### config.mk
export PLATFORM = sky130hd
export DESIGN_NAME = adc_current_voltage_conditioner_unit
export DESIGN_NICKNAME = d
export VERILOG_FILES = /design/src/design/acvc_pkg.sv /design/src/design/adc_current_voltage_conditioner_unit.sv /design/src/design/acvc_lane.sv
export SDC_FILE = /design/constraint.sdc
export NUM_CORES = 2
export LEC_CHECK = 0
export ABC_AREA = 1
export BUFFER_PORTS_ARGS = -buffer_cell sky130_fd_sc_hd__buf_4
export CAP_MARGIN = 20
export CORE_MARGIN = 5
export CORE_UTILIZATION = 54
export DETAILED_ROUTE_END_ITERATION = 8
export PLACE_DENSITY = 0.71
export SYNTH_ARGS = -nofsm -noshare
export SYNTH_HDL_FRONTEND = slang
export SYNTH_SLANG_ARGS = --single-unit
### constraint.sdc
create_clock -name clock -period 8.5 [get_ports clock]
set_input_delay 0.425 -clock clock [delete_from_list [all_inputs] [get_ports clock]]
set_output_delay 0.425 -clock clock [all_outputs]
set_load 0.05 [all_outputs]
### src/design/acvc_pkg.sv
// Shared types, widths and constants of the converter conditioner.
// No dependencies; imported by the lane and the top level.
package acvc_pkg;

   localparam int SAMPLE_BITS = 12;
   localparam int REQ_DATA_W  = ((2 * SAMPLE_BITS + 7) / 8) * 8;
   localparam int RSP_DATA_W  = 64;

   localparam int OPND_W = SAMPLE_BITS + 1;
   localparam int X_W    = OPND_W + 17;
   localparam int D_W    = 33;
   localparam int P_W    = D_W + 18;
   localparam int DL_W   = P_W - 16;
   localparam int SUM_W  = DL_W + 1;

   localparam logic [SAMPLE_BITS-1:0] CURRENT_OFFSET_RST = SAMPLE_BITS'(2048);
   localparam logic [15:0] CURRENT_SCALE_RST = 16'd264;
   localparam logic [15:0] VOLTAGE_SCALE_RST = 16'd484;
   localparam logic [16:0] ALPHA_ONE         = 17'h10000;

   typedef enum logic [1:0] {
      CSR_CURRENT_OFFSET = 2'd0,
      CSR_CURRENT_SCALE  = 2'd1,
      CSR_VOLTAGE_SCALE  = 2'd2,
      CSR_FILTER_ALPHA   = 2'd3
   } csr_addr_type;

   typedef enum logic {
      KIND_PHASE = 1'b0,
      KIND_BUS   = 1'b1
   } kind_type;

   typedef struct packed {
      logic scale_en;
      logic filt_en;
      logic round_en;
      logic bypass;
   } lane_ctrl_type;

   function automatic logic signed [31:0] acvc_sat32(input logic signed [SUM_W-1:0] v);
      logic signed [SUM_W-1:0] hi;
      logic signed [SUM_W-1:0] lo;
      hi = SUM_W'(32'sh7FFF_FFFF);
      lo = SUM_W'(32'sh8000_0000);
      if (v > hi) begin
         return hi[31:0];
      end else if (v < lo) begin
         return lo[31:0];
      end
      return v[31:0];
   endfunction

endpackage

### src/design/adc_current_voltage_conditioner_unit.sv
// Conditioner for pairs of converter samples: offset, scale and first-order low-pass.
// Each sample pair passes capture, scale multiply, filter multiply, then round and
// state update, with the result going to the output register in the round step, which
// waits until the output register is free; one pair is in the lanes at a time, and a
// new pair is taken while a finished result waits on rsp. Bus pairs skip the filter.
// Depends on acvc_pkg and acvc_lane.
module adc_current_voltage_conditioner_unit import acvc_pkg::*; (
   input  logic                  clock,
   input  logic                  reset,
   input  logic                  req_tvalid,
   output logic                  req_tready,
   input  logic [REQ_DATA_W-1:0] req_tdata,   // sample_first, sample_second
   input  logic                  req_tuser,   // op
   output logic                  rsp_tvalid,
   input  logic                  rsp_tready,
   output logic [RSP_DATA_W-1:0] rsp_tdata,   // value_first, value_second
   output logic                  rsp_tuser,   // kind
   input  logic                  csr_we,
   input  logic [1:0]            csr_addr,
   input  logic [16:0]           csr_wdata
);

   typedef enum logic [3:0] {
      ST_IDLE  = 4'b0001,
      ST_SCALE = 4'b0010,
      ST_FILT  = 4'b0100,
      ST_ROUND = 4'b1000
   } state_type;

   state_type               state_ff, state_in;
   logic                    op_ff;
   logic [SAMPLE_BITS-1:0]  s1_ff, s2_ff;
   logic [SAMPLE_BITS-1:0]  offset_ff;
   logic [15:0]             cscale_ff, vscale_ff;
   logic [16:0]             alpha_ff;
   logic                    rsp_valid_ff;
   logic                    rsp_kind_ff;
   logic signed [31:0]      rsp_v1_ff, rsp_v2_ff;
   logic                    req_fire;
   logic                    out_free;
   logic [16:0]             alpha_eff;
   logic signed [OPND_W-1:0] diff1, diff2, opnd2;
   logic [15:0]             scale2;
   lane_ctrl_type           ctrl;
   logic signed [31:0]      val1, val2;

   assign req_tready = (state_ff == ST_IDLE);
   assign req_fire   = req_tvalid && req_tready;
   assign out_free   = !rsp_valid_ff || rsp_tready;
   assign alpha_eff  = (alpha_ff > ALPHA_ONE) ? ALPHA_ONE : alpha_ff;

   assign diff1  = $signed({1'b0, s1_ff}) - $signed({1'b0, offset_ff});
   assign diff2  = $signed({1'b0, s2_ff}) - $signed({1'b0, offset_ff});
   assign opnd2  = (op_ff == KIND_BUS) ? $signed({1'b0, s2_ff}) : diff2;
   assign scale2 = (op_ff == KIND_BUS) ? vscale_ff : cscale_ff;

   always_comb begin
      ctrl.scale_en = (state_ff == ST_SCALE);
      ctrl.filt_en  = (state_ff == ST_FILT);
      ctrl.round_en = (state_ff == ST_ROUND) && out_free;
      ctrl.bypass   = (op_ff == KIND_BUS);
   end

   acvc_lane u_lane_first (
      .clock   (clock),
      .reset   (reset),
      .ctrl    (ctrl),
      .operand (diff1),
      .scale   (cscale_ff),
      .alpha   (alpha_eff),
      .value   (val1)
   );

   acvc_lane u_lane_second (
      .clock   (clock),
      .reset   (reset),
      .ctrl    (ctrl),
      .operand (opnd2),
      .scale   (scale2),
      .alpha   (alpha_eff),
      .value   (val2)
   );

   always_comb begin
      state_in = state_ff;
      unique case (state_ff)
         ST_IDLE: begin
            if (req_fire) begin
               state_in = ST_SCALE;
            end
         end
         ST_SCALE: state_in = ST_FILT;
         ST_FILT:  state_in = ST_ROUND;
         ST_ROUND: begin
            if (out_free) begin
               state_in = ST_IDLE;
            end
         end
         default:  state_in = ST_IDLE;
      endcase
   end

   always_ff @(posedge clock) begin
      if (reset) begin
         state_ff <= ST_IDLE;
      end else begin
         state_ff <= state_in;
      end
   end

   always_ff @(posedge clock) begin
      if (req_fire) begin
         op_ff <= req_tuser;
         s1_ff <= req_tdata[SAMPLE_BITS-1:0];
         s2_ff <= req_tdata[2*SAMPLE_BITS-1:SAMPLE_BITS];
      end
   end

   always_ff @(posedge clock) begin
      if (reset) begin
         offset_ff <= CURRENT_OFFSET_RST;
         cscale_ff <= CURRENT_SCALE_RST;
         vscale_ff <= VOLTAGE_SCALE_RST;
         alpha_ff  <= ALPHA_ONE;
      end else if (csr_we) begin
         unique case (csr_addr_type'(csr_addr))
            CSR_CURRENT_OFFSET: offset_ff <= csr_wdata[SAMPLE_BITS-1:0];
            CSR_CURRENT_SCALE:  cscale_ff <= csr_wdata[15:0];
            CSR_VOLTAGE_SCALE:  vscale_ff <= csr_wdata[15:0];
            CSR_FILTER_ALPHA:   alpha_ff  <= csr_wdata;
            default: ;
         endcase
      end
   end

   // merge: both lanes land in the output register together
   always_ff @(posedge clock) begin
      if (reset) begin
         rsp_valid_ff <= 1'b0;
      end else if (ctrl.round_en) begin
         rsp_valid_ff <= 1'b1;
      end else if (rsp_tready) begin
         rsp_valid_ff <= 1'b0;
      end
   end

   always_ff @(posedge clock) begin
      if (ctrl.round_en) begin
         rsp_kind_ff <= op_ff;
         rsp_v1_ff   <= val1;
         rsp_v2_ff   <= val2;
      end
   end

   assign rsp_tvalid = rsp_valid_ff;
   assign rsp_tuser  = rsp_kind_ff;
   assign rsp_tdata  = {rsp_v2_ff, rsp_v1_ff};

`ifndef SYNTHESIS
   a_latency: assert property (@(posedge clock) disable iff (reset)
      req_fire |=> ##1 (state_ff == ST_FILT))
      else $error("sample pair did not advance through the lanes");
   a_result_loaded: assert property (@(posedge clock) disable iff (reset)
      ctrl.round_en |=> rsp_valid_ff && (rsp_kind_ff == $past(op_ff)))
      else $error("result beat not loaded");
   a_no_overwrite: assert property (@(posedge clock) disable iff (reset)
      (state_ff == ST_ROUND) && rsp_valid_ff && !rsp_tready |=> (state_ff == ST_ROUND))
      else $error("waiting result overwritten");
`endif

endmodule

### src/design/acvc_lane.sv
// One conditioning lane: scale multiply, low-pass multiply, round and state update.
// Depends on acvc_pkg. Bus beats bypass the filter and keep its state.
module acvc_lane import acvc_pkg::*; (
   input  logic                     clock,
   input  logic                     reset,
   input  lane_ctrl_type            ctrl,
   input  logic signed [OPND_W-1:0] operand,
   input  logic [15:0]              scale,
   input  logic [16:0]              alpha,
   output logic signed [31:0]       value
);

   logic signed [X_W-1:0]   prod;
   logic signed [31:0]      x_ff, x_in;
   logic signed [D_W-1:0]   diff;
   logic signed [P_W-1:0]   p_ff, p_in;
   logic signed [P_W-1:0]   rnd;
   logic signed [DL_W-1:0]  delta;
   logic signed [SUM_W-1:0] sum;
   logic signed [31:0]      y_ff, y_in;

   assign prod  = operand * $signed({1'b0, scale});
   assign x_in  = acvc_sat32(SUM_W'(prod));
   assign diff  = D_W'(x_ff) - D_W'(y_ff);
   assign p_in  = diff * $signed({1'b0, alpha});
   assign rnd   = p_ff + $signed(P_W'(32768));
   assign delta = DL_W'(rnd >>> 16);
   assign sum   = SUM_W'(y_ff) + SUM_W'(delta);
   assign y_in  = acvc_sat32(sum);
   assign value = ctrl.bypass ? x_ff : y_in;

   always_ff @(posedge clock) begin
      if (ctrl.scale_en) begin
         x_ff <= x_in;
      end
      if (ctrl.filt_en) begin
         p_ff <= p_in;
      end
   end

   always_ff @(posedge clock) begin
      if (reset) begin
         y_ff <= '0;
      end else if (ctrl.round_en && !ctrl.bypass) begin
         y_ff <= y_in;
      end
   end

`ifndef SYNTHESIS
   a_one_step: assert property (@(posedge clock) disable iff (reset)
      $onehot0({ctrl.scale_en, ctrl.filt_en, ctrl.round_en}))
      else $error("lane steps overlap");
   a_bus_keeps_state: assert property (@(posedge clock) disable iff (reset)
      ctrl.round_en && ctrl.bypass |=> $stable(y_ff))
      else $error("bus beat changed filter state");
   a_state_tracks_out: assert property (@(posedge clock) disable iff (reset)
      ctrl.round_en && !ctrl.bypass |=> (y_ff == $past(value)))
      else $error("filter state differs from emitted value");
`endif

endmodule
Yosys cells after proc, flatten, opt, wreduce, memory -nomap -nowiden --
Index checks and enable logic that the tools add are counted. W data, S select, Z words.
Word-level totals: bits in read-only memories 0, RAM bits 0, output and inout port bits 67, bits in registers 386, memories kept 0, latch bits 0, bits of input ports 49
Cells by class: muxes and demuxes 30, reduce and logical (&&, ||, !) cells 13, divide/modulo/power cells 0, add/subtract/negate cells 8, shifts and indexed selects 0, order comparisons 9, multipliers 4, eq/ne operators 9, bitwise logic cells 0
Operators with widths (number):
- $mux W32 | 14
- $add A51 B17 Y51 const B | 2
- $mul A33 B18 Y51 | 2
- $add A32 B35 Y36 | 2
- $gt A36 B32 Y1 const B | 2
- $lt A36 B32 Y1 const B | 2
- $sub A32 B32 Y33 | 2
- $gt A30 B32 Y1 const B | 2
- $lt A30 B32 Y1 const B | 2
- $mul A13 B17 Y30 | 2
- $sub A12 B12 Y13 | 2
- $gt A17 B17 Y1 const B | 1
- $mux W17 | 1
- $mux W16 | 1
- $pmux W4 S4 | 1
- $mux W13 | 1
- $mux W1 | 10
- $reduce_and A2 Y1 | 5
- $mux W4 | 2
- $eq A2 B2 Y1 const B | 2
- $eq A4 B1 Y1 const B | 1
- $eq A4 B2 Y1 const B | 1
- $eq A4 B3 Y1 const B | 1
- $eq A4 B4 Y1 const B | 1
- other kinds (8) | 11

Depth between registers and ports, before layout --
depth in word-level cells 7, depth in mapped cells 45, depth with buffers taken out 44

Cells and area by module --
A second synthesis with hierarchy kept.
Unflattened totals: cell total of the unflattened synthesis 10077, area, all modules 78022.3 um^2
Modules (own cells, without submodules):
- acvc_lane (u_lane_first) | area an instance 35783.1 um^2, seq. area each 2652.5 um^2, cells an instance 4720, times used 1
- acvc_lane (u_lane_second) | area an instance 35396.4 um^2, seq. area each 2652.5 um^2, cells an instance 4625, times used 1
- adc_current_voltage_conditioner_unit | area an instance 6842.8 um^2, seq. area each 4023.9 um^2, cells an instance 732, times used 1

Worst setup path after synthesis --
OpenSTA, ideal clock, no wires.
path kind register to register, start point register u_lane_second.x_ff[0], end point register u_lane_second.p_ff[50] (data pin), arrival 7075 ps, data required time 8240 ps, setup slack 1166 ps, setup time 260 ps, period minus slack after synthesis 7334 ps, buffers on the path 1, cell stages (with the launch flop) 38, cells stage by stage edfxtp_1 inv_1 ha_1 inv_1 fa_1 nand2_1 inv_1 nand2_1 nand2_1 nand2_1 o211ai_2 nand2_1 nand2_2 nand3_1 nand2_1 nand4_1 nand2_1 nand2_1 [2 not listed] nor2_1 inv_1 fa_1 inv_1 fa_1 inv_1 fa_1 fa_1 fa_1 fa_1 inv_1 ha_1 a21o_1 nor2_1 nor2_1 a2111oi_0 nand3_1 xnor2_1
Between the ends: word-level cells in the longest chain between the ends 2
Ends and longest elaborated chain:
- start, declared | line acvc_lane.sv:14 | logic signed [31:0] x_ff, x_in;
- start signal, assigned | line acvc_lane.sv:34 | x_ff <= x_in;
- $sub A32 B32 Y33 | line acvc_lane.sv:24 | assign diff = D_W'(x_ff) - D_W'(y_ff);
- $mul A33 B18 Y51 | line acvc_lane.sv:25 | assign p_in = diff * $signed({1'b0, alpha});
- via u_lane_second.p_in[50] | line acvc_lane.sv:16 | logic signed [P_W-1:0] p_ff, p_in;
- end signal, assigned | line acvc_lane.sv:37 | p_ff <= p_in;
- end, declared | line acvc_lane.sv:16
The timed path passes the listed nets, and every way through them passes these cells. A chain may end at the register's enable or synchronous reset.

Worst setup path in the final report --
start point register u_lane_first.x_ff[2], end point register u_lane_first.p_ff[43] (data pin)
Between the ends: word-level cells in the longest chain between the ends 2
Ends and longest elaborated chain (line):
- start, declared | acvc_lane.sv:14
- start signal, assigned | acvc_lane.sv:34
- $sub A32 B32 Y33 | acvc_lane.sv:24
- $mul A33 B18 Y51 | acvc_lane.sv:25
- via u_lane_first.p_in[43] | acvc_lane.sv:16
- end signal, assigned | acvc_lane.sv:37
- end, declared | acvc_lane.sv:16
The timed path passes the listed nets, and every way through them passes these cells.

==> flow_metrics.tcl <==
set metrics [dict create \
    nNetsFinal 11800 \
    grt_pass1_wl_mm 372 \
    clockRootBuffer "clkbuf_16" \
    rsz0062_at_grt "no" \
    synth_fp_nets 11700 \
    initialDrtViolationCount 6252 \
    grt_max_degree 104 \
    avgSynthCellArea_sq_um 7.92 \
    cp.arrival_ns 8.44 \
    yosys.area_share.simple_pct 19.4 \
    num_rows 138 \
    ir_drop_mv 0.766 \
    area_delta_synth_final_pct 7.29 \
    htree_levels 2 \
    die_x_um 386 \
    status "complete, no violations" \
    path_max_fanout 12 \
    synth_top_family_by_area "adder cells" \
    start_util_pct 54.2 \
    drt_pass1_iterations 7 \
    ys_seq_area_share_pct 12.2 \
    synth_seq_cells 354 \
    fin_skew_ns 0.0230 \
    finalCriticalPeriod_ns 8.13 \
    timing.max_cap.violations 0 \
    synth_edf_count 224 \
    grt_overflow_total 0 \
    worst_pin_slew_ns 1.11 \
    fmax_mhz 123 \
    track_usage_pct 32.2 \
    antenna_found_initial 8 \
    synth-xor-area-share_pct 3.16 \
    synth_fa_ha_area_share_pct 46.0 \
    crit_buf_inv 5 \
    slowest_delay_ns 0.54 \
    clkSlewWorstSetupHoldPaths_ns 0.05 \
    clock_latency_ns 0.62 \
    ctsLongestPathBuffers 3 \
    finalSetupTns_ns 0 \
    slew_headroom_pct 25.8 \
    cts_tree "done" \
    cts_made_buffers 44 \
    dieArea_sq_mm 0.149 \
    yosys_most_used_dff "edfxtp_1" \
    finalMaxSlewViolations 0 \
    hp-class "in -> reg" \
    cts_sinks 354 \
    period_share_pct 95.6 \
    hold_viol_final 0 \
    synth_common_cells "inv_1 (2,191), nand2_1 (2,069), fa_1 (1,382)" \
    post-dp-hpwl_mm 199 \
    drive_above_1_share_pct 6.45 \
    yosysMostFrequentCell "inv_1" \
    synth_area_leaders "fa_1 (36%), inv_1 (11%), nand2_1 (10%), ha_1 (9.8%), edfxtp_1 (8.8%)" \
    io_buffers 115 \
    avgRoutedWirePerCell_um 20.3 \
    netlist_instances 9648 \
    grt_pass1_vias 66300 \
    grt_use_met3_pct 5.79 \
    place_congestion 0.992 \
    slowest_stage "fa_1" \
    ant_nets 0 \
    cpLargestDelayFamily "adder cells" \
    die_h_um 386 \
    async_reset_ff_share_pct 0 \
    place_inst 11500 \
    endpoint_kind "flip-flop" \
    met1_usage_pct 45.5 \
    synth.top_cell.area_share_pct 36.2 \
    vias 64500 \
    drt-vias-per-instance 5.52 \
    ios 116 \
    cellLeakagePower_nw 40.2 \
    top_usage_layer "met2" \
    core_sq_mm 0.141 \
    synthesis.area_sq_mm 0.0764 \
    synth_compound_area_share_pct 6.62 \
    synth_top_cell_by_area "fa_1" \
    setup_violations 0 \
    setup.worst_path.start_class "flip-flop" \
    stdcell_count 11700 \
    power.density_mw_per_mm2 262 \
    use_met2_pct 51.2 \
    drt-total-wl_mm 237 \
    yosys_warnings 0 \
    ys_types 69 \
    required_ns 8.81 \
    drc 0 \
    synth.mux.area_fraction_pct 0 \
    critical_path_class "reg -> reg" \
]
==> worst reg2reg max path, delay by kind of cell, from the launching register on <==
kind / cells / cell delay (ns)
adder cells (fa/ha/maj): 8 / 3.50
AO/OA/AOI/OAI: 7 / 1.55
AND/OR/NAND/NOR: 9 / 1.53
buffers and inverters: 5 / 0.64
flip-flops: 1 / 0.43
XOR/XNOR: 1 / 0.19
==> logic make-up (layout without fill, tap and decap cells) <==
group	after synthesis	count (layout)
XOR/XNOR	275	275
AO/OA/AOI/OAI	910	910
other	0	1
adder cells (fa/ha/maj)	1980	1980
AND/OR/NAND/NOR	3613	3613
flip-flops	354	354
buffers and inverters	2516	2654
==> final cells by class <==
class	instances	area, sq um
antenna	1	2.50
clock buffer	59	1250
clock inverter	20	194
fill	13000	59100
inverter	2227	8420
multi-input combinational	6778	57700
sequential	354	9330
tap	1890	2360
timing repair buffer	347	2780
timing repair inverter	1	7.51
==> where the power goes <==
group | switching [W] | internal [W]
Sequential | 0.0000928 | 0.00252
Clock | 0.000829 | 0.00113
Combinational | 0.0109 | 0.00600
==> sequential cells by signal, indices dropped and copies added (netlist names) <==
signal,cells
rsp_v1_ff,32
op_ff,1
u_lane_second.y_ff,32
alpha_ff,17
vscale_ff,16
rsp_v2_ff,32
u_lane_second.x_ff,31
offset_ff,12
u_lane_second.p_ff,36
u_lane_first.x_ff,31
u_lane_first.p_ff,36
u_lane_first.y_ff,32
rsp_tvalid,1
s2_ff,12
cscale_ff,16
rsp_tuser,1
s1_ff,12
state_ff,4
==> placed cells by master (no fill, tap or decap), drive strengths merged, types with 6 or more instances in the layout <==
master	instances
a21o	20
clkinvlp	18
o21bai	34
nor4	24
o221ai	6
nand2	2099
clkbuf	59
buf	322
clkinv	29
dfxtp	130
inv	2198
o21ai	252
nand3	316
and2	7
a211oi	8
or2	126
edfxtp	224
nor3	80
nor2	906
a31oi	38
nand3b	9
o31ai	8
dlygate4sd3	25
ha	598
a21boi	11
xor2	170
fa	1382
a21oi	476
xnor2	105
nand4	35
o211ai	10
o21a	28
==> path summary, 6_finish.rpt <==
kind | start | end | slack, ns | depth (start not counted)
min | csr_wdata[16] | alpha_ff[16] | 0.05 | 3
min reg2reg | vscale_ff[10] | vscale_ff[10] | 0.45 | 2
max reg2reg | u_lane_first.x_ff[2] | u_lane_first.p_ff[43] | 0.37 | 30
max | u_lane_first.x_ff[2] | u_lane_first.p_ff[43] | 0.37 | 30
==> timing repair <==
item / CTS / global route
setup endpoints to repair: 2 / 43
resized for setup: 2 / 52
hold buffers: 25 / 0
cloned: 0 / 1
buffers inserted: 0 / 23
endpoints found under the hold margin: 25 / 0
==> per-stage QoR <==
step	hold slack, ns	area, sq um	util (%)	total power [W]	setup slack, ns
2_1_floorplan	0.421	76400	-	0.0139	1.17
3_3_place_gp	0.431	80000	56.7	0.0189	0.00659
3_5_place_dp	0.439	80000	56.7	0.0190	0.00255
4_1_cts	0.0176	81700	57.9	0.0211	0.00594
5_1_grt	0.0482	82000	58.1	0.0235	0.0172
6_report	0.0493	82000	58.1	0.0215	0.373
==> routing by layer <==
layer,wire length [um],part of all wire [%]
met5,131,0.055
met1,98900,42
met4,8120,3.4
met2,107000,45
met3,22300,9.4
No activity file was read; power rests on OpenSTA's default activity.
